[src/cleb_pkg.sv]
// shared types and constants of the cursor line edit buffer
// no dependencies, compile first
`default_nettype none

package cleb_pkg;

    localparam int DEFAULT_CAPACITY = 64;
    localparam int CHAR_W           = 8;
    localparam int ACTION_W         = 3;

    typedef enum logic [ACTION_W-1:0] {
        ACT_TYPE  = 3'd0,
        ACT_LEFT  = 3'd1,
        ACT_RIGHT = 3'd2,
        ACT_BACK  = 3'd3,
        ACT_CLEAR = 3'd4,
        ACT_READ  = 3'd5
    } action_t;

    typedef enum logic [2:0] {
        ST_IDLE,
        ST_MOVE_L,
        ST_MOVE_R,
        ST_READ_ADDR,
        ST_READ_LOAD
    } state_t;

    typedef enum logic [1:0] {
        RD_LEFT_PREV,
        RD_RIGHT_TOP,
        RD_LINE
    } rd_sel_t;

    typedef enum logic [1:0] {
        WR_TYPE,
        WR_GAP_TOP,
        WR_GAP_BOTTOM
    } wr_sel_t;

    typedef enum logic [2:0] {
        LEN_HOLD,
        LEN_TYPE,
        LEN_MOVE_L,
        LEN_MOVE_R,
        LEN_BACK,
        LEN_CLEAR
    } len_op_t;

    typedef struct packed {
        logic    rd_en;
        rd_sel_t rd_sel;
        logic    wr_en;
        wr_sel_t wr_sel;
        len_op_t len_op;
        logic    ovf_set;
        logic    cnt_clear;
        logic    cnt_inc;
        logic    out_load;
    } cmd_t;

    typedef struct packed {
        logic left_zero;
        logic right_zero;
        logic full;
        logic read_last;
        logic out_free;
    } status_t;

endpackage

`default_nettype wire

[src/cleb_if.sv]
// valid/ready channel interfaces for edit actions and read out beats
// depends on cleb_pkg
`default_nettype none

interface cleb_in_if;
    logic                        valid;
    logic                        ready;
    logic [cleb_pkg::ACTION_W-1:0] action;
    logic [cleb_pkg::CHAR_W-1:0]   char_in;

    modport source (output valid, output action, output char_in, input ready);
    modport sink   (input valid, input action, input char_in, output ready);
endinterface

interface cleb_out_if;
    logic                        valid;
    logic                        ready;
    logic [cleb_pkg::CHAR_W-1:0] char_out;
    logic                        last;
    logic                        empty_res;
    logic                        overflow;

    modport source (output valid, output char_out, output last, output empty_res,
                    output overflow, input ready);
    modport sink   (input valid, input char_out, input last, input empty_res,
                    input overflow, output ready);
endinterface

`default_nettype wire

[src/cleb_ctrl.sv]
// control state machine of the line buffer
// depends on cleb_pkg
`default_nettype none

module cleb_ctrl (
    input  wire logic                          clk,
    input  wire logic                          rst_n,
    input  wire logic                          cmd_valid,
    input  wire logic [cleb_pkg::ACTION_W-1:0] cmd_action,
    output logic                               cmd_ready,
    input  wire cleb_pkg::status_t             status,
    output cleb_pkg::cmd_t                     ctl
);

    cleb_pkg::state_t state_reg, state_next;

    always_ff @(posedge clk or negedge rst_n)
    begin
        if (!rst_n)
        begin
            state_reg <= cleb_pkg::ST_IDLE;
        end
        else
        begin
            state_reg <= state_next;
        end
    end

    // next state
    always_comb
    begin
        state_next = state_reg;
        case (state_reg)
            cleb_pkg::ST_IDLE:
            begin
                if (cmd_valid)
                begin
                    case (cmd_action)
                        cleb_pkg::ACT_LEFT:
                        begin
                            if (!status.left_zero)
                            begin
                                state_next = cleb_pkg::ST_MOVE_L;
                            end
                        end
                        cleb_pkg::ACT_RIGHT:
                        begin
                            if (!status.right_zero)
                            begin
                                state_next = cleb_pkg::ST_MOVE_R;
                            end
                        end
                        cleb_pkg::ACT_READ:
                        begin
                            state_next = cleb_pkg::ST_READ_ADDR;
                        end
                        default:
                        begin
                            state_next = cleb_pkg::ST_IDLE;
                        end
                    endcase
                end
            end
            cleb_pkg::ST_MOVE_L, cleb_pkg::ST_MOVE_R:
            begin
                state_next = cleb_pkg::ST_IDLE;
            end
            cleb_pkg::ST_READ_ADDR:
            begin
                state_next = cleb_pkg::ST_READ_LOAD;
            end
            cleb_pkg::ST_READ_LOAD:
            begin
                if (status.out_free)
                begin
                    state_next = status.read_last ? cleb_pkg::ST_IDLE
                                                  : cleb_pkg::ST_READ_ADDR;
                end
            end
            default:
            begin
                state_next = cleb_pkg::ST_IDLE;
            end
        endcase
    end

    // outputs
    always_comb
    begin
        cmd_ready     = 1'b0;
        ctl           = '0;
        ctl.rd_sel    = cleb_pkg::RD_LINE;
        ctl.wr_sel    = cleb_pkg::WR_TYPE;
        ctl.len_op    = cleb_pkg::LEN_HOLD;
        case (state_reg)
            cleb_pkg::ST_IDLE:
            begin
                cmd_ready = 1'b1;
                if (cmd_valid)
                begin
                    case (cmd_action)
                        cleb_pkg::ACT_TYPE:
                        begin
                            if (status.full)
                            begin
                                ctl.ovf_set = 1'b1;
                            end
                            else
                            begin
                                ctl.wr_en  = 1'b1;
                                ctl.wr_sel = cleb_pkg::WR_TYPE;
                                ctl.len_op = cleb_pkg::LEN_TYPE;
                            end
                        end
                        cleb_pkg::ACT_LEFT:
                        begin
                            ctl.rd_en  = !status.left_zero;
                            ctl.rd_sel = cleb_pkg::RD_LEFT_PREV;
                        end
                        cleb_pkg::ACT_RIGHT:
                        begin
                            ctl.rd_en  = !status.right_zero;
                            ctl.rd_sel = cleb_pkg::RD_RIGHT_TOP;
                        end
                        cleb_pkg::ACT_BACK:
                        begin
                            if (!status.left_zero)
                            begin
                                ctl.len_op = cleb_pkg::LEN_BACK;
                            end
                        end
                        cleb_pkg::ACT_CLEAR:
                        begin
                            ctl.len_op = cleb_pkg::LEN_CLEAR;
                        end
                        cleb_pkg::ACT_READ:
                        begin
                            ctl.cnt_clear = 1'b1;
                        end
                        default:
                        begin
                            ctl.len_op = cleb_pkg::LEN_HOLD;
                        end
                    endcase
                end
            end
            cleb_pkg::ST_MOVE_L:
            begin
                ctl.wr_en  = 1'b1;
                ctl.wr_sel = cleb_pkg::WR_GAP_TOP;
                ctl.len_op = cleb_pkg::LEN_MOVE_L;
            end
            cleb_pkg::ST_MOVE_R:
            begin
                ctl.wr_en  = 1'b1;
                ctl.wr_sel = cleb_pkg::WR_GAP_BOTTOM;
                ctl.len_op = cleb_pkg::LEN_MOVE_R;
            end
            cleb_pkg::ST_READ_ADDR:
            begin
                ctl.rd_en  = 1'b1;
                ctl.rd_sel = cleb_pkg::RD_LINE;
            end
            cleb_pkg::ST_READ_LOAD:
            begin
                if (status.out_free)
                begin
                    ctl.out_load = 1'b1;
                    ctl.cnt_inc  = !status.read_last;
                end
            end
            default:
            begin
                cmd_ready = 1'b0;
            end
        endcase
    end

endmodule

`default_nettype wire

[src/cleb_datapath.sv]
// gap buffer store, length counters, read index and output register
// depends on cleb_pkg
`default_nettype none

module cleb_datapath #(
    parameter int CAPACITY = cleb_pkg::DEFAULT_CAPACITY
) (
    input  wire logic                        clk,
    input  wire logic                        rst_n,
    input  wire cleb_pkg::cmd_t              ctl,
    output cleb_pkg::status_t                status,
    input  wire logic [cleb_pkg::CHAR_W-1:0] char_in,
    input  wire logic                        res_ready,
    output logic                             res_valid,
    output logic [cleb_pkg::CHAR_W-1:0]      char_out,
    output logic                             last,
    output logic                             empty_res,
    output logic                             overflow
);

    localparam int LW = $clog2(CAPACITY + 1);
    localparam int IW = $clog2(CAPACITY);
    localparam logic [LW-1:0] CAP_L = LW'(CAPACITY);
    localparam logic [LW-1:0] ONE_L = LW'(1);

    logic [cleb_pkg::CHAR_W-1:0] store_mem [CAPACITY];
    logic [cleb_pkg::CHAR_W-1:0] rd_data_reg;

    logic [LW-1:0] left_reg, left_next;
    logic [LW-1:0] right_reg, right_next;
    logic          ovf_reg, ovf_next;
    logic [LW-1:0] idx_reg, idx_next;

    logic                        out_valid_reg, out_valid_next;
    logic [cleb_pkg::CHAR_W-1:0] out_char_reg;
    logic                        out_last_reg;
    logic                        out_empty_reg;
    logic                        out_ovf_reg;

    logic [LW-1:0]               total;
    logic [LW-1:0]               rd_addr_w;
    logic [LW-1:0]               wr_addr_w;
    logic [cleb_pkg::CHAR_W-1:0] wr_data;

    assign total = left_reg + right_reg;

    always_comb
    begin
        case (ctl.rd_sel)
            cleb_pkg::RD_LEFT_PREV: rd_addr_w = left_reg - ONE_L;
            cleb_pkg::RD_RIGHT_TOP: rd_addr_w = CAP_L - right_reg;
            // left part in place, right part shifted up past the gap
            cleb_pkg::RD_LINE:
                rd_addr_w = (idx_reg < left_reg) ? idx_reg : idx_reg + (CAP_L - total);
            default:                rd_addr_w = idx_reg;
        endcase
    end

    always_comb
    begin
        case (ctl.wr_sel)
            cleb_pkg::WR_TYPE:
            begin
                wr_addr_w = left_reg;
                wr_data   = char_in;
            end
            cleb_pkg::WR_GAP_TOP:
            begin
                wr_addr_w = CAP_L - right_reg - ONE_L;
                wr_data   = rd_data_reg;
            end
            cleb_pkg::WR_GAP_BOTTOM:
            begin
                wr_addr_w = left_reg;
                wr_data   = rd_data_reg;
            end
            default:
            begin
                wr_addr_w = left_reg;
                wr_data   = char_in;
            end
        endcase
    end

    always_ff @(posedge clk)
    begin
        if (ctl.wr_en)
        begin
            store_mem[wr_addr_w[IW-1:0]] <= wr_data;
        end
        if (ctl.rd_en)
        begin
            rd_data_reg <= store_mem[rd_addr_w[IW-1:0]];
        end
    end

    always_comb
    begin
        left_next  = left_reg;
        right_next = right_reg;
        ovf_next   = ovf_reg | ctl.ovf_set;
        case (ctl.len_op)
            cleb_pkg::LEN_HOLD:   left_next = left_reg;
            cleb_pkg::LEN_TYPE:   left_next = left_reg + ONE_L;
            cleb_pkg::LEN_MOVE_L:
            begin
                left_next  = left_reg - ONE_L;
                right_next = right_reg + ONE_L;
            end
            cleb_pkg::LEN_MOVE_R:
            begin
                left_next  = left_reg + ONE_L;
                right_next = right_reg - ONE_L;
            end
            cleb_pkg::LEN_BACK:   left_next = left_reg - ONE_L;
            cleb_pkg::LEN_CLEAR:
            begin
                left_next  = '0;
                right_next = '0;
                ovf_next   = 1'b0;
            end
            default:              left_next = left_reg;
        endcase
    end

    always_comb
    begin
        idx_next = idx_reg;
        if (ctl.cnt_clear)
        begin
            idx_next = '0;
        end
        else if (ctl.cnt_inc)
        begin
            idx_next = idx_reg + ONE_L;
        end
    end

    always_ff @(posedge clk or negedge rst_n)
    begin
        if (!rst_n)
        begin
            left_reg      <= '0;
            right_reg     <= '0;
            ovf_reg       <= 1'b0;
            idx_reg       <= '0;
            out_valid_reg <= 1'b0;
        end
        else
        begin
            left_reg      <= left_next;
            right_reg     <= right_next;
            ovf_reg       <= ovf_next;
            idx_reg       <= idx_next;
            out_valid_reg <= out_valid_next;
        end
    end

    assign out_valid_next = ctl.out_load ? 1'b1 : (out_valid_reg & ~res_ready);

    always_ff @(posedge clk)
    begin
        if (ctl.out_load)
        begin
            out_char_reg  <= (total == '0) ? '0 : rd_data_reg;
            out_last_reg  <= status.read_last;
            out_empty_reg <= (total == '0);
            out_ovf_reg   <= ovf_reg;
        end
    end

    assign status.left_zero  = (left_reg == '0);
    assign status.right_zero = (right_reg == '0);
    assign status.full       = (total >= CAP_L);
    assign status.read_last  = (total == '0) || (idx_reg + ONE_L == total);
    assign status.out_free   = !out_valid_reg || res_ready;

    assign res_valid = out_valid_reg;
    assign char_out  = out_char_reg;
    assign last      = out_last_reg;
    assign empty_res = out_empty_reg;
    assign overflow  = out_ovf_reg;

endmodule

`default_nettype wire

[src/cursor_line_edit_buffer.sv]
// top level of the cursor line edit buffer: controller plus datapath
// depends on cleb_pkg, cleb_if, cleb_ctrl, cleb_datapath
`default_nettype none

// one line of up to CAPACITY bytes with a cursor, held as a gap buffer in a
// single-port-write, single-port-read memory: text left of the cursor grows
// up from entry 0, text right of the cursor sits at the top of the memory.
// each cmd beat is one edit action. type, backspace, clear and the unused
// codes are done in the idle state; left and right pass through a move
// state when the cursor moves, since the byte crossing the gap is read from
// the memory in idle and written back in the move state, and stay idle
// when the cursor already sits at that end. read out takes the action beat
// in idle and then, for each res beat, a memory read state and an output
// register load state, the load waiting while res is stalled; an empty
// line gives one beat with empty_res and last set. the last res beat may
// still wait in the output register while the next cmd beat is taken.
// overflow on every res beat shows the sticky flag, which a type into a
// full line sets and clear resets. no clearing pass is needed after reset:
// unwritten memory is read only for an empty line, whose byte is zeroed.

module cursor_line_edit_buffer #(
    parameter int CAPACITY = cleb_pkg::DEFAULT_CAPACITY
) (
    input  wire logic   clk,
    input  wire logic   rst_n,
    cleb_in_if.sink     cmd,
    cleb_out_if.source  res
);

    // command and status bundles between controller and datapath
    cleb_pkg::cmd_t    ctl;
    cleb_pkg::status_t status;

    cleb_ctrl u_ctrl (
        .clk        (clk),
        .rst_n      (rst_n),
        .cmd_valid  (cmd.valid),
        .cmd_action (cmd.action),
        .cmd_ready  (cmd.ready),
        .status     (status),
        .ctl        (ctl)
    );

    // store, lengths, read index and the output register
    cleb_datapath #(
        .CAPACITY (CAPACITY)
    ) u_datapath (
        .clk       (clk),
        .rst_n     (rst_n),
        .ctl       (ctl),
        .status    (status),
        .char_in   (cmd.char_in),
        .res_ready (res.ready),
        .res_valid (res.valid),
        .char_out  (res.char_out),
        .last      (res.last),
        .empty_res (res.empty_res),
        .overflow  (res.overflow)
    );

endmodule

`default_nettype wire

[src/flat_wrapper.sv]
// flat-port wrapper written by rule: the top's interface ports become plain ports
module cursor_line_edit_buffer_flat 
#(
    parameter int CAPACITY = cleb_pkg::DEFAULT_CAPACITY
)
  (clk, rst_n, cmd_valid, cmd_action, cmd_char_in, cmd_ready, res_valid, res_char_out, res_last, res_empty_res, res_overflow, res_ready);
  cleb_in_if cmd_i ();
  cleb_out_if res_i ();
  input  wire logic clk;
  input  wire logic rst_n;
  input wire logic [$bits(cmd_i.valid)-1:0] cmd_valid;
  input wire logic [$bits(cmd_i.action)-1:0] cmd_action;
  input wire logic [$bits(cmd_i.char_in)-1:0] cmd_char_in;
  output wire logic [$bits(cmd_i.ready)-1:0] cmd_ready;
  output wire logic [$bits(res_i.valid)-1:0] res_valid;
  output wire logic [$bits(res_i.char_out)-1:0] res_char_out;
  output wire logic [$bits(res_i.last)-1:0] res_last;
  output wire logic [$bits(res_i.empty_res)-1:0] res_empty_res;
  output wire logic [$bits(res_i.overflow)-1:0] res_overflow;
  input wire logic [$bits(res_i.ready)-1:0] res_ready;
  assign cmd_i.valid = cmd_valid;
  assign cmd_i.action = cmd_action;
  assign cmd_i.char_in = cmd_char_in;
  assign cmd_ready = cmd_i.ready;
  assign res_valid = res_i.valid;
  assign res_char_out = res_i.char_out;
  assign res_last = res_i.last;
  assign res_empty_res = res_i.empty_res;
  assign res_overflow = res_i.overflow;
  assign res_i.ready = res_ready;
  cursor_line_edit_buffer #(.CAPACITY(CAPACITY)) u_core (.clk(clk), .rst_n(rst_n), .cmd(cmd_i), .res(res_i));
endmodule
[config.mk]
export PLATFORM = sky130hd
export DESIGN_NAME = cursor_line_edit_buffer_flat
export DESIGN_NICKNAME = d
export VERILOG_FILES = /design/src/cleb_pkg.sv /design/src/cleb_if.sv /design/src/cleb_ctrl.sv /design/src/cleb_datapath.sv /design/src/cursor_line_edit_buffer.sv /design/src/flat_wrapper.sv
export SDC_FILE = /design/constraint.sdc
export NUM_CORES = 1
export LEC_CHECK = 0
export ABC_CLOCK_PERIOD_IN_PS = 7800
export BUFFER_PORTS_ARGS = -buffer_cell sky130_fd_sc_hd__buf_4
export CAP_MARGIN = 5
export CORE_ASPECT_RATIO = 0.7
export CORE_MARGIN = 2
export CORE_UTILIZATION = 55
export DETAILED_ROUTE_END_ITERATION = 8
export HOLD_SLACK_MARGIN = 0.08
export MAX_ROUTING_LAYER = met4
export PLACE_DENSITY = 0.68
export SLEW_MARGIN = 10
export SYNTH_ARGS = -nofsm -noshare
export SYNTH_HDL_FRONTEND = slang
export SYNTH_SLANG_ARGS = --single-unit
[constraint.sdc]
create_clock -name clk -period 7.8 [get_ports clk]
set_clock_uncertainty 0.15 [all_clocks]
set_input_delay 1.17 -clock clk [delete_from_list [all_inputs] [get_ports clk]]
set_output_delay 1.17 -clock clk [all_outputs]
set_load 0.02 [all_outputs]
==> flow_summary.html, run 1 <==
<table>
<tr><th>Metric</th><th>Value</th></tr>
<tr><th colspan="2">STA</th></tr>
<tr><td>Crit path time final</td><td>5.40 ns</td></tr>
<tr><td>Unrepaired setup endpoints after global routing</td><td>false</td></tr>
<tr><td>Max Clock Freq</td><td>185 MHz</td></tr>
<tr><td>Setup TNS Final</td><td>0 ns</td></tr>
<tr><td>Final worst path period share</td><td>69.2%</td></tr>
<tr><td>Max-slew violations</td><td>0</td></tr>
<tr><td>Pin slew with the least headroom to its limit</td><td>1.22 ns</td></tr>
<tr><td>Endpoints failing hold</td><td>0</td></tr>
<tr><td>Headroom to the max-slew limit</td><td>18.6%</td></tr>
<tr><td>Count of final setup violators</td><td>0</td></tr>
<tr><th colspan="2">Clock network</th></tr>
<tr><td>Buffer type at the clock tree root</td><td>sky130_fd_sc_hd__clkbuf_16</td></tr>
<tr><td>Clock transition time at the flip-flop clock pins of the worst setup and hold paths</td><td>0.07 ns</td></tr>
<tr><td>Clock tree from TritonCTS</td><td>yes</td></tr>
<tr><td>CTS Hold Buffers Added</td><td>0</td></tr>
<tr><td>Setup bufs post-CTS</td><td>0</td></tr>
<tr><td>TritonCTS Buffers</td><td>51</td></tr>
<tr><td>Post-CTS Resized</td><td>0</td></tr>
<tr><td>CTS Buffer Depth</td><td>3</td></tr>
<tr><td>Clock sinks</td><td>557</td></tr>
<tr><td>Depth of the CTS H-tree</td><td>2</td></tr>
<tr><td>Insertion delay to the later sink of the worst-skew pair</td><td>0.61 ns</td></tr>
<tr><th colspan="2">Floorplanning</th></tr>
<tr><td>Area of the core region</td><td>43500 sq um</td></tr>
<tr><td>Floorplan die area</td><td>45600 sq um</td></tr>
<tr><td>Vert. Die Dim</td><td>179 um</td></tr>
<tr><td>Initial Utilization</td><td>55.6%</td></tr>
<tr><td>Die extent in x</td><td>254 um</td></tr>
<tr><td>Std-Cell Rows</td><td>64</td></tr>
<tr><td>Number of primary I/O pins</td><td>28</td></tr>
<tr><th colspan="2">Setup path</th></tr>
<tr><td>Worst EP required</td><td>8.12 ns</td></tr>
<tr><td>Class of the most critical setup path</td><td>reg -&gt; reg</td></tr>
<tr><td>Largest fanout of any net on the critical path</td><td>59</td></tr>
<tr><td>CP max stage cell</td><td>sky130_fd_sc_hd__and2_4</td></tr>
<tr><td>Count of cells along the worst register-to-register path</td><td>13</td></tr>
<tr><td>Worst EP arrival</td><td>5.72 ns</td></tr>
<tr><td>CP cell instances</td><td>nor3_1 &gt; and2_1 &gt; o21ai_1 &gt; o211ai_1 &gt; buf_4 &gt; and2_4 &gt; buf_4 &gt; buf_4 &gt; nand2_1 &gt; a311oi_1 &gt; nor3_1 &gt; a22oi_1 &gt; a22o_1</td></tr>
<tr><td>Critical path launch point type</td><td>flop</td></tr>
<tr><td>Largest stage delay, worst path</td><td>0.72 ns</td></tr>
<tr><td>Capturing element type of the critical path</td><td>flop</td></tr>
<tr><td>Endpoint of the worst register-to-register path</td><td>u_core.u_datapath.rd_data_reg[0]</td></tr>
<tr><td>Most frequent cell on the critical path</td><td>sky130_fd_sc_hd__buf_4</td></tr>
<tr><td>Worst R2R Start</td><td>u_core.u_ctrl.state_reg[2]</td></tr>
<tr><td>Minimum setup slack among reg-to-reg paths</td><td>2.40 ns</td></tr>
<tr><th colspan="2">Global routing</th></tr>
<tr><td>Maximum number of pins on one net before global-route repair</td><td>77</td></tr>
<tr><td>Number of antenna violations at the first check in global routing</td><td>0</td></tr>
<tr><td>GR Overflow Total</td><td>0</td></tr>
<tr><td>Vias in the first global route</td><td>15200</td></tr>
<tr><td>Total routing resource utilization after global routing</td><td>30.8%</td></tr>
<tr><td>Wire length of the first global-routing pass</td><td>99.6 mm</td></tr>
<tr><th colspan="2">Final layout</th></tr>
<tr><td>Max reg flops</td><td>512</td></tr>
<tr><td>Final cell utilization of the core</td><td>60.7%</td></tr>
<tr><td>Non-filler cells in the finished layout</td><td>2521</td></tr>
<tr><td>Total area of multi-input combinational cells</td><td>7000 sq um</td></tr>
<tr><td>Area Growth Syn to Fin</td><td>9.34%</td></tr>
<tr><td>Layout Nets</td><td>1940</td></tr>
<tr><td>Layout cells sized above 1</td><td>7.73%</td></tr>
<tr><td>Storage element area</td><td>16600 sq um</td></tr>
<tr><td>Post-Layout Inst Area</td><td>26400 sq um</td></tr>
<tr><td>Number of diodes</td><td>0</td></tr>
<tr><td>Layout fillers</td><td>3391</td></tr>
<tr><th colspan="2">Power and ir drop</th></tr>
<tr><td>Power after layout</td><td>10300 uW</td></tr>
<tr><td>Leak Pwr</td><td>0.00912 uW</td></tr>
<tr><td>Pwr/cell area</td><td>391 nW/um^2</td></tr>
<tr><td>Worst vdd ir</td><td>0.251 mV</td></tr>
<tr><th colspan="2">Detailed routing</th></tr>
<tr><td>Vias per inst</td><td>6.49</td></tr>
<tr><td>Number of design rule violations left after detail routing</td><td>0</td></tr>
<tr><td>Routed Antenna Nets</td><td>0</td></tr>
<tr><td>Wire length after detailed routing</td><td>66.6 mm</td></tr>
<tr><td>Total iterations of the first detailed-routing run</td><td>5</td></tr>
<tr><td>Average wire length per cell after detail routing</td><td>26.4 um</td></tr>
<tr><td>DR vias</td><td>16400</td></tr>
<tr><td>Initial DRC count</td><td>2269</td></tr>
<tr><th colspan="2">Synthesis</th></tr>
<tr><td>Most instantiated flip-flop cell in the synthesis netlist</td><td>sky130_fd_sc_hd__edfxtp_1</td></tr>
<tr><td>Total of warnings raised by yosys</td><td>0</td></tr>
<tr><td>Count of distinct cell types in the synthesized netlist</td><td>68</td></tr>
<tr><td>Synthesized netlist net count</td><td>1951</td></tr>
<tr><td>Share of synthesized area occupied by flip-flops and latches</td><td>68.7%</td></tr>
<tr><td>Flops &amp; latches, synth</td><td>557</td></tr>
<tr><td>Number of enable-type register cells in the synthesized netlist</td><td>531</td></tr>
<tr><td>Cell count after synthesis</td><td>1905</td></tr>
<tr><td>Post-Syn Area</td><td>24200 sq um</td></tr>
<tr><td>Mean Syn Cell Area</td><td>12.7 sq um</td></tr>
<tr><td>Synth async-reset ratio</td><td>4.67%</td></tr>
<tr><th colspan="2">Place</th></tr>
<tr><td>Final weighted congestion of routability-driven global placement</td><td>0.966</td></tr>
<tr><td>Placement Cell Area</td><td>24800 sq um</td></tr>
<tr><td>Cell total after placement</td><td>2435</td></tr>
<tr><td>Number of input and output port buffers inserted</td><td>27</td></tr>
<tr><td>DP HPWL</td><td>41.5 mm</td></tr>
<tr><th colspan="2">Flow run</th></tr>
<tr><td>Maximum capacitance violations</td><td>0</td></tr>
<tr><th colspan="2">Outcome</th></tr>
<tr><td>Outcome</td><td>complete, no violations</td></tr>
<tr><th colspan="2">Min path</th></tr>
<tr><td>Class of the tightest hold or removal check</td><td>in -&gt; async</td></tr>
</table>
## area by class of cell
| cell class | count | share of cell area (%) |
|---|---|---|
| sequential | 557 | 62.8 |
| multi-input combinational | 1208 | 26.5 |
| clock buffer | 62 | 4.99 |
| tap | 594 | 2.81 |
| timing repair buffer | 53 | 1.51 |
| clock inverter | 24 | 1.05 |
| inverter | 23 | 0.327 |
## critical path, delay by kind of cell (launching register included)
kind            cells  cell delay (ns)
flops               1             0.50
buf+inv             3             1.28
simple gates        5             2.05
compound gates      5             1.17
## per-stage QoR
step / hold WS [ns] / setup WS (ns)
global route: 0.348 / 2.19
floorplan: 0.276 / 3.87
CTS: 0.331 / 2.58
finish: 0.322 / 2.40
global placement: 0.325 / 2.32
detailed placement: 0.330 / 2.30
## placed cells by master (no fill, tap or decap), types with 14 or more instances in the layout
cell type                     n
sky130_fd_sc_hd__clkbuf_16   51
sky130_fd_sc_hd__a32oi_1     18
sky130_fd_sc_hd__and2_1      14
sky130_fd_sc_hd__xnor2_1     26
sky130_fd_sc_hd__a311oi_1    29
sky130_fd_sc_hd__xor2_1      16
sky130_fd_sc_hd__edfxtp_1   531
sky130_fd_sc_hd__nor2_1     108
sky130_fd_sc_hd__buf_4       53
sky130_fd_sc_hd__a31oi_1     58
sky130_fd_sc_hd__nand2_1    390
sky130_fd_sc_hd__a211oi_1    79
sky130_fd_sc_hd__and3_1      77
sky130_fd_sc_hd__dfrtp_1     26
sky130_fd_sc_hd__ha_1        28
sky130_fd_sc_hd__a21oi_1     39
sky130_fd_sc_hd__nor3_1      14
sky130_fd_sc_hd__inv_1       23
sky130_fd_sc_hd__nand3_1    126
sky130_fd_sc_hd__mux2i_1     22
sky130_fd_sc_hd__o21ai_0     20
## cells in the mapped netlist, types with 6 or more instances
cell | count | area [sq um]
sky130_fd_sc_hd__a211oi_1 | 79 | 593
sky130_fd_sc_hd__a21o_1 | 13 | 97.6
sky130_fd_sc_hd__a21oi_1 | 39 | 195
sky130_fd_sc_hd__a22o_1 | 10 | 87.6
sky130_fd_sc_hd__a22oi_1 | 9 | 67.6
sky130_fd_sc_hd__a311oi_1 | 29 | 254
sky130_fd_sc_hd__a31oi_1 | 58 | 363
sky130_fd_sc_hd__a32oi_1 | 18 | 158
sky130_fd_sc_hd__and2_1 | 15 | 93.8
sky130_fd_sc_hd__and3_1 | 77 | 482
sky130_fd_sc_hd__buf_1 | 14 | 52.6
sky130_fd_sc_hd__buf_2 | 51 | 255
sky130_fd_sc_hd__clkbuf_1 | 47 | 176
sky130_fd_sc_hd__dfrtp_1 | 26 | 651
sky130_fd_sc_hd__edfxtp_1 | 531 | 15900
sky130_fd_sc_hd__ha_1 | 28 | 350
sky130_fd_sc_hd__inv_1 | 23 | 86.3
sky130_fd_sc_hd__mux2_2 | 8 | 90.1
sky130_fd_sc_hd__mux2i_1 | 22 | 220
sky130_fd_sc_hd__nand2_1 | 392 | 1470
sky130_fd_sc_hd__nand3_1 | 126 | 631
sky130_fd_sc_hd__nor2_1 | 108 | 405
sky130_fd_sc_hd__nor2b_1 | 8 | 50.1
sky130_fd_sc_hd__nor3_1 | 14 | 70.1
sky130_fd_sc_hd__o21ai_0 | 20 | 100
sky130_fd_sc_hd__o21ai_1 | 6 | 30.0
sky130_fd_sc_hd__o22ai_1 | 8 | 50.1
sky130_fd_sc_hd__xnor2_1 | 26 | 228
sky130_fd_sc_hd__xor2_1 | 16 | 140
## cell families after synthesis
family,share of synthesized area [%]
and+or+nand+nor,14.4
DFF,68.7
buffers and inverters,2.52
muxes,1.28
xor gates and xnor gates,1.52
adders and majority gates,1.70
AOI/OAI and AO/OA,9.84
## how the worst max path moves through the flow
stage,slack (ns),endpoint,start
after global placement,2.32,u_core.u_datapath.rd_data_reg[1],cmd_action[2]
after CTS,2.58,u_core.u_datapath.rd_data_reg[0],u_core.u_ctrl.state_reg[2]
after floorplan,3.87,u_core.u_datapath.rd_data_reg[5],u_core.u_datapath.right_reg[0]
after global routing,2.19,u_core.u_datapath.rd_data_reg[1],u_core.u_ctrl.state_reg[2]
final,2.40,u_core.u_datapath.rd_data_reg[0],u_core.u_ctrl.state_reg[2]
after detailed placement,2.30,u_core.u_datapath.rd_data_reg[0],cmd_action[2]
## routing by layer
layer	part of all wire, %	global-route usage, %	up-vias
li1	-	-	7127
met5	0	-	-
met4	2.2	7.30	0
met3	15	10.4	116
met2	40	39.5	1022
met1	43	46.8	8087
## power breakdown
group          internal [uW]  switching [uW]
Sequential              3500             123
Clock                   1370            1110
Combinational           1240            2980
Power figures use the tool's default switching activity.
==> run 2: changes to the inputs <==
--- a/config.mk
+++ b/config.mk
@@ -5,7 +5,8 @@
 export SDC_FILE = /design/constraint.sdc
 export NUM_CORES = 1
 export LEC_CHECK = 0
-export ABC_CLOCK_PERIOD_IN_PS = 7800
+export ABC_AREA = 1
+export ABC_CLOCK_PERIOD_IN_PS = 4700
 export BUFFER_PORTS_ARGS = -buffer_cell sky130_fd_sc_hd__buf_4
 export CAP_MARGIN = 5
 export CORE_ASPECT_RATIO = 0.7
@@ -14,7 +15,7 @@
 export DETAILED_ROUTE_END_ITERATION = 8
 export HOLD_SLACK_MARGIN = 0.08
 export MAX_ROUTING_LAYER = met4
-export PLACE_DENSITY = 0.68
+export PLACE_DENSITY = 0.71
 export SLEW_MARGIN = 10
 export SYNTH_ARGS = -nofsm -noshare
 export SYNTH_HDL_FRONTEND = slang
==> constraint.sdc (replaced) <==
create_clock -name clk -period 4.7 [get_ports clk]
set_clock_uncertainty 0.15 [all_clocks]
set_input_delay 0.705 -clock clk [delete_from_list [all_inputs] [get_ports clk]]
set_output_delay 0.705 -clock clk [all_outputs]
set_load 0.02 [all_outputs]
==> flow_summary.html, run 2 <==
<table>
<tr><th>Metric</th><th>Value</th></tr>
<tr><th colspan="2">Setup path</th></tr>
<tr><td>Most frequent cell on the critical path</td><td>sky130_fd_sc_hd__nand3_1 (was sky130_fd_sc_hd__buf_4)</td></tr>
<tr><td>Worst EP arrival</td><td>4.24 ns (was 5.72 ns)</td></tr>
<tr><td>Critical path launch point type</td><td>flop (unchanged)</td></tr>
<tr><td>Largest stage delay, worst path</td><td>0.77 ns (was 0.72 ns)</td></tr>
<tr><td>Critical path buffers and inverters</td><td>0 (was 3)</td></tr>
<tr><td>Class of the most critical setup path</td><td>reg -&gt; reg (unchanged)</td></tr>
<tr><td>Largest fanout of any net on the critical path</td><td>9 (was 59)</td></tr>
<tr><td>Capturing element type of the critical path</td><td>flop (unchanged)</td></tr>
<tr><td>CP cell instances</td><td>ha_1 &gt; fa_1 &gt; nand3_1 &gt; nand3_1 &gt; a21oi_1 &gt; o21bai_1 &gt; xor2_1 &gt; o31ai_2 &gt; nand3_1 &gt; nor2_1 (was nor3_1 &gt; and2_1 &gt; o21ai_1 &gt; o211ai_1 &gt; buf_4 &gt; and2_4 &gt; buf_4 &gt; buf_4 &gt; nand2_1 &gt; a311oi_1 &gt; nor3_1 &gt; a22oi_1 &gt; a22o_1)</td></tr>
<tr><td>Cell family contributing the most delay on the critical path</td><td>simple AND/OR/NAND/NOR gates (unchanged)</td></tr>
<tr><td>CP max stage cell</td><td>sky130_fd_sc_hd__nor2_1 (was sky130_fd_sc_hd__and2_4)</td></tr>
<tr><td>Worst EP required</td><td>4.77 ns (was 8.12 ns)</td></tr>
<tr><th colspan="2">STA</th></tr>
<tr><td>Max-slew violations</td><td>0 (unchanged)</td></tr>
<tr><td>Unrepaired setup endpoints after global routing</td><td>false (unchanged)</td></tr>
<tr><td>Final worst path period share</td><td>88.8% (was 69.2%)</td></tr>
<tr><td>Count of final setup violators</td><td>0 (unchanged)</td></tr>
<tr><td>Min Hold Slack</td><td>0.167 ns (was 0.322 ns)</td></tr>
<tr><td>Post-route setup slack</td><td>0.527 ns (was 2.40 ns)</td></tr>
<tr><td>Pin slew with the least headroom to its limit</td><td>1.20 ns (was 1.22 ns)</td></tr>
<tr><td>Endpoints failing hold</td><td>0 (unchanged)</td></tr>
<tr><td>Headroom to the max-slew limit</td><td>20.1% (was 18.6%)</td></tr>
<tr><td>Max Clock Freq</td><td>240 MHz (was 185 MHz)</td></tr>
<tr><td>Crit path time final</td><td>4.17 ns (was 5.40 ns)</td></tr>
<tr><th colspan="2">Detailed routing</th></tr>
<tr><td>Routed Antenna Nets</td><td>0 (unchanged)</td></tr>
<tr><td>Number of design rule violations left after detail routing</td><td>0 (unchanged)</td></tr>
<tr><td>DR vias</td><td>19200 (was 16400)</td></tr>
<tr><td>Total iterations of the first detailed-routing run</td><td>6 (was 5)</td></tr>
<tr><td>Vias per inst</td><td>5.93 (was 6.49)</td></tr>
<tr><td>Average wire length per cell after detail routing</td><td>22.1 um (was 26.4 um)</td></tr>
<tr><td>Initial DRC count</td><td>2768 (was 2269)</td></tr>
<tr><td>Wire length after detailed routing</td><td>71.5 mm (was 66.6 mm)</td></tr>
<tr><th colspan="2">Clock network</th></tr>
<tr><td>Clock sinks</td><td>557 (unchanged)</td></tr>
<tr><td>Depth of the CTS H-tree</td><td>2 (unchanged)</td></tr>
<tr><td>TritonCTS Buffers</td><td>52 (was 51)</td></tr>
<tr><td>Clock transition time at the flip-flop clock pins of the worst setup and hold paths</td><td>0.06 ns (was 0.07 ns)</td></tr>
<tr><td>Insertion delay to the later sink of the worst-skew pair</td><td>0.59 ns (was 0.61 ns)</td></tr>
<tr><td>Clock tree from TritonCTS</td><td>yes (unchanged)</td></tr>
<tr><td>Setup bufs post-CTS</td><td>0 (unchanged)</td></tr>
<tr><td>Buffer type at the clock tree root</td><td>sky130_fd_sc_hd__clkbuf_16 (unchanged)</td></tr>
<tr><td>CTS Buffer Depth</td><td>3 (unchanged)</td></tr>
<tr><th colspan="2">Synthesis</th></tr>
<tr><td>Post-Syn Area</td><td>26000 sq um (was 24200 sq um)</td></tr>
<tr><td>Count of distinct cell types in the synthesized netlist</td><td>41 (was 68)</td></tr>
<tr><td>Most instantiated flip-flop cell in the synthesis netlist</td><td>sky130_fd_sc_hd__edfxtp_1 (unchanged)</td></tr>
<tr><td>Share of synthesized area occupied by flip-flops and latches</td><td>63.9% (was 68.7%)</td></tr>
<tr><td>Number of enable-type register cells in the synthesized netlist</td><td>531 (unchanged)</td></tr>
<tr><td>Top cell types by occurrence after synthesis</td><td>657 x sky130_fd_sc_hd__nand2_1, 586 x sky130_fd_sc_hd__nand3_1, 531 x sky130_fd_sc_hd__edfxtp_1 (was 531 x sky130_fd_sc_hd__edfxtp_1, 392 x sky130_fd_sc_hd__nand2_1, 126 x sky130_fd_sc_hd__nand3_1)</td></tr>
<tr><td>Cell count after synthesis</td><td>2541 (was 1905)</td></tr>
<tr><td>Synth async-reset ratio</td><td>4.67% (unchanged)</td></tr>
<tr><td>Most area-hungry cell type in the Yosys netlist</td><td>sky130_fd_sc_hd__edfxtp_1 (unchanged)</td></tr>
<tr><td>Flops &amp; latches, synth</td><td>557 (unchanged)</td></tr>
<tr><td>Leading cell types by total area after synthesis</td><td>sky130_fd_sc_hd__edfxtp_1 61%, sky130_fd_sc_hd__nand3_1 11%, sky130_fd_sc_hd__nand2_1 9.5%, sky130_fd_sc_hd__inv_1 3.6%, sky130_fd_sc_hd__dfrtp_1 2.5% (was sky130_fd_sc_hd__edfxtp_1 66%, sky130_fd_sc_hd__nand2_1 6.1%, sky130_fd_sc_hd__dfrtp_1 2.7%, sky130_fd_sc_hd__nand3_1 2.6%, sky130_fd_sc_hd__a211oi_1 2.5%)</td></tr>
<tr><td>Top-area cell type share of the netlist area</td><td>61.4% (was 66.0%)</td></tr>
<tr><td>Mean Syn Cell Area</td><td>10.2 sq um (was 12.7 sq um)</td></tr>
<tr><td>Synthesized netlist net count</td><td>2587 (was 1951)</td></tr>
<tr><td>Total of warnings raised by yosys</td><td>0 (unchanged)</td></tr>
<tr><td>Most repeated cell in the gate-level netlist after synthesis</td><td>sky130_fd_sc_hd__nand2_1 (was sky130_fd_sc_hd__edfxtp_1)</td></tr>
<tr><th colspan="2">Final layout</th></tr>
<tr><td>Post-Layout Inst Area</td><td>29000 sq um (was 26400 sq um)</td></tr>
<tr><td>Max reg flops</td><td>512 (unchanged)</td></tr>
<tr><td>Layout Nets</td><td>2630 (was 1940)</td></tr>
<tr><td>Commonest cells after routing, fill and taps aside</td><td>656 x sky130_fd_sc_hd__nand2_1, 586 x sky130_fd_sc_hd__nand3_1, 531 x sky130_fd_sc_hd__edfxtp_1 (was 531 x sky130_fd_sc_hd__edfxtp_1, 390 x sky130_fd_sc_hd__nand2_1, 126 x sky130_fd_sc_hd__nand3_1)</td></tr>
<tr><td>Most frequent standard cell in the layout excluding fill and tap cells</td><td>sky130_fd_sc_hd__nand2_1 (was sky130_fd_sc_hd__edfxtp_1)</td></tr>
<tr><td>Area Growth Syn to Fin</td><td>11.7% (was 9.34%)</td></tr>
<tr><td>Layout fillers</td><td>3665 (was 3391)</td></tr>
<tr><td>Layout cells sized above 1</td><td>9.18% (was 7.73%)</td></tr>
<tr><th colspan="2">Floorplanning</th></tr>
<tr><td>Area of the core region</td><td>46500 sq um (was 43500 sq um)</td></tr>
<tr><td>Number of primary I/O pins</td><td>28 (unchanged)</td></tr>
<tr><td>Std-Cell Rows</td><td>66 (was 64)</td></tr>
<tr><td>Vert. Die Dim</td><td>186 um (was 179 um)</td></tr>
<tr><td>Floorplan die area</td><td>49000 sq um (was 45600 sq um)</td></tr>
<tr><td>Initial Utilization</td><td>55.9% (was 55.6%)</td></tr>
<tr><td>Die extent in x</td><td>264 um (was 254 um)</td></tr>
<tr><th colspan="2">Power and ir drop</th></tr>
<tr><td>Pwr/cell area</td><td>646 nW/um^2 (was 391 nW/um^2)</td></tr>
<tr><td>Worst vdd ir</td><td>0.522 mV (was 0.251 mV)</td></tr>
<tr><td>Leak Pwr</td><td>0.0117 uW (was 0.00912 uW)</td></tr>
<tr><th colspan="2">Outcome</th></tr>
<tr><td>Outcome</td><td>complete, no violations (unchanged)</td></tr>
<tr><th colspan="2">Global routing</th></tr>
<tr><td>Vias in the first global route</td><td>17900 (was 15200)</td></tr>
<tr><td>Number of antenna violations at the first check in global routing</td><td>2 (was 0)</td></tr>
<tr><td>GR Overflow Total</td><td>0 (unchanged)</td></tr>
<tr><td>Maximum number of pins on one net before global-route repair</td><td>181 (was 77)</td></tr>
<tr><td>Total routing resource utilization after global routing</td><td>30.5% (was 30.8%)</td></tr>
<tr><td>Wire length of the first global-routing pass</td><td>109 mm (was 99.6 mm)</td></tr>
<tr><th colspan="2">Place</th></tr>
<tr><td>Number of input and output port buffers inserted</td><td>27 (unchanged)</td></tr>
<tr><td>Setup Slack @ Placement</td><td>0.541 ns (was 2.30 ns)</td></tr>
<tr><td>Final weighted congestion of routability-driven global placement</td><td>1.00 (was 0.966)</td></tr>
<tr><td>Placement Cell Area</td><td>27300 sq um (was 24800 sq um)</td></tr>
<tr><td>DP HPWL</td><td>45.2 mm (was 41.5 mm)</td></tr>
<tr><th colspan="2">Flow run</th></tr>
<tr><td>Maximum capacitance violations</td><td>0 (unchanged)</td></tr>
<tr><th colspan="2">Min path</th></tr>
<tr><td>Class of the tightest hold or removal check</td><td>in -&gt; reg (was in -&gt; async)</td></tr>
</table>
run 2: cell count changes after synthesis, moves of 45 or more:
cell                       delta
sky130_fd_sc_hd__a211oi_1    -79
sky130_fd_sc_hd__a31oi_1     -56
sky130_fd_sc_hd__and3_1      -77
sky130_fd_sc_hd__buf_2       +45
sky130_fd_sc_hd__inv_1      +226
sky130_fd_sc_hd__nand2_1    +265
sky130_fd_sc_hd__nand3_1    +460
sky130_fd_sc_hd__nand3b_1    +73
run 2: power breakdown:
part | total [uW] | internal (uW) | switching [uW]
sequential | 6110 | 5930 | 180
combinational | 8450 | 2400 | 6050
clock | 4160 | 2330 | 1830
total | 18700 | 10700 | 8060
run 2: final timing paths:
path | start | endpoint | slack [ns] | cells after the start
max | u_core.u_datapath.left_reg[0] | u_core.u_datapath.store_mem[8][6] | 0.53 | 10
min | res_ready | u_core.u_datapath.res_valid | 0.17 | 2
max reg2reg | u_core.u_datapath.left_reg[0] | u_core.u_datapath.store_mem[8][6] | 0.53 | 10
min in group asynchronous | rst_n | u_core.u_datapath.idx_reg[1] | 0.43 | 2
min reg2reg | u_core.u_datapath.ovf_reg | u_core.u_datapath.overflow | 0.39 | 0
max in group asynchronous | rst_n | u_core.u_datapath.idx_reg[5] | 3.69 | 2
run 2: cell type report:
cell class              count  area, sq um  area share [%]
well taps                 612          766            2.64
inverters                 256          962            3.32
multi-input cells        1591         7850            27.1
diodes                      2         5.00          0.0173
clock inverters            25          239           0.824
clock buffers              71         1440            4.98
repair buffers            126         1140            3.92
flip-flops and latches    557        16600            57.2
run 2: timing repair:
| item | 4_1_cts | 5_1_grt |
|---|---|---|
| hold buffers | 1 | 0 |
| gates resized for setup | 0 | 0 |
| hold endpoints to repair | 26 | 0 |
run 2: stage by stage:
stage | total power (uW) | utilization (%) | setup TNS, ns | instances
2_1_floorplan | 11700 | - | -54.38 | 2541
3_3_place_gp | 14400 | 58.7 | 0 | 3141
3_5_place_dp | 14400 | 58.7 | 0 | 3141
4_1_cts | 18600 | 62.4 | 0 | 3238
5_1_grt | 19700 | 62.4 | 0 | 3240
6_report | 18700 | 62.4 | 0 | 3240
run 2: logic make-up after synthesis:
| family | count (synthesis) | share of synthesized area (%) |
|---|---|---|
| AOI/OAI and AO/OA | 71 | 1.59 |
| adders and majority gates | 31 | 1.58 |
| and+or+nand+nor | 1459 | 25.5 |
| xor gates and xnor gates | 30 | 1.01 |
| buffers and inverters | 393 | 6.42 |
| DFF | 557 | 63.9 |
run 2: per-layer routing:
layer  wire length, um  global-route usage [%]  vias to the layer above
met2             30100                    42.2                     1123
met1             30400                    43.9                     9224
li1                  -                       -                     8754
met4              1630                    8.11                        0
met5                 0                       -                        -
met3              9380                    8.86                      110
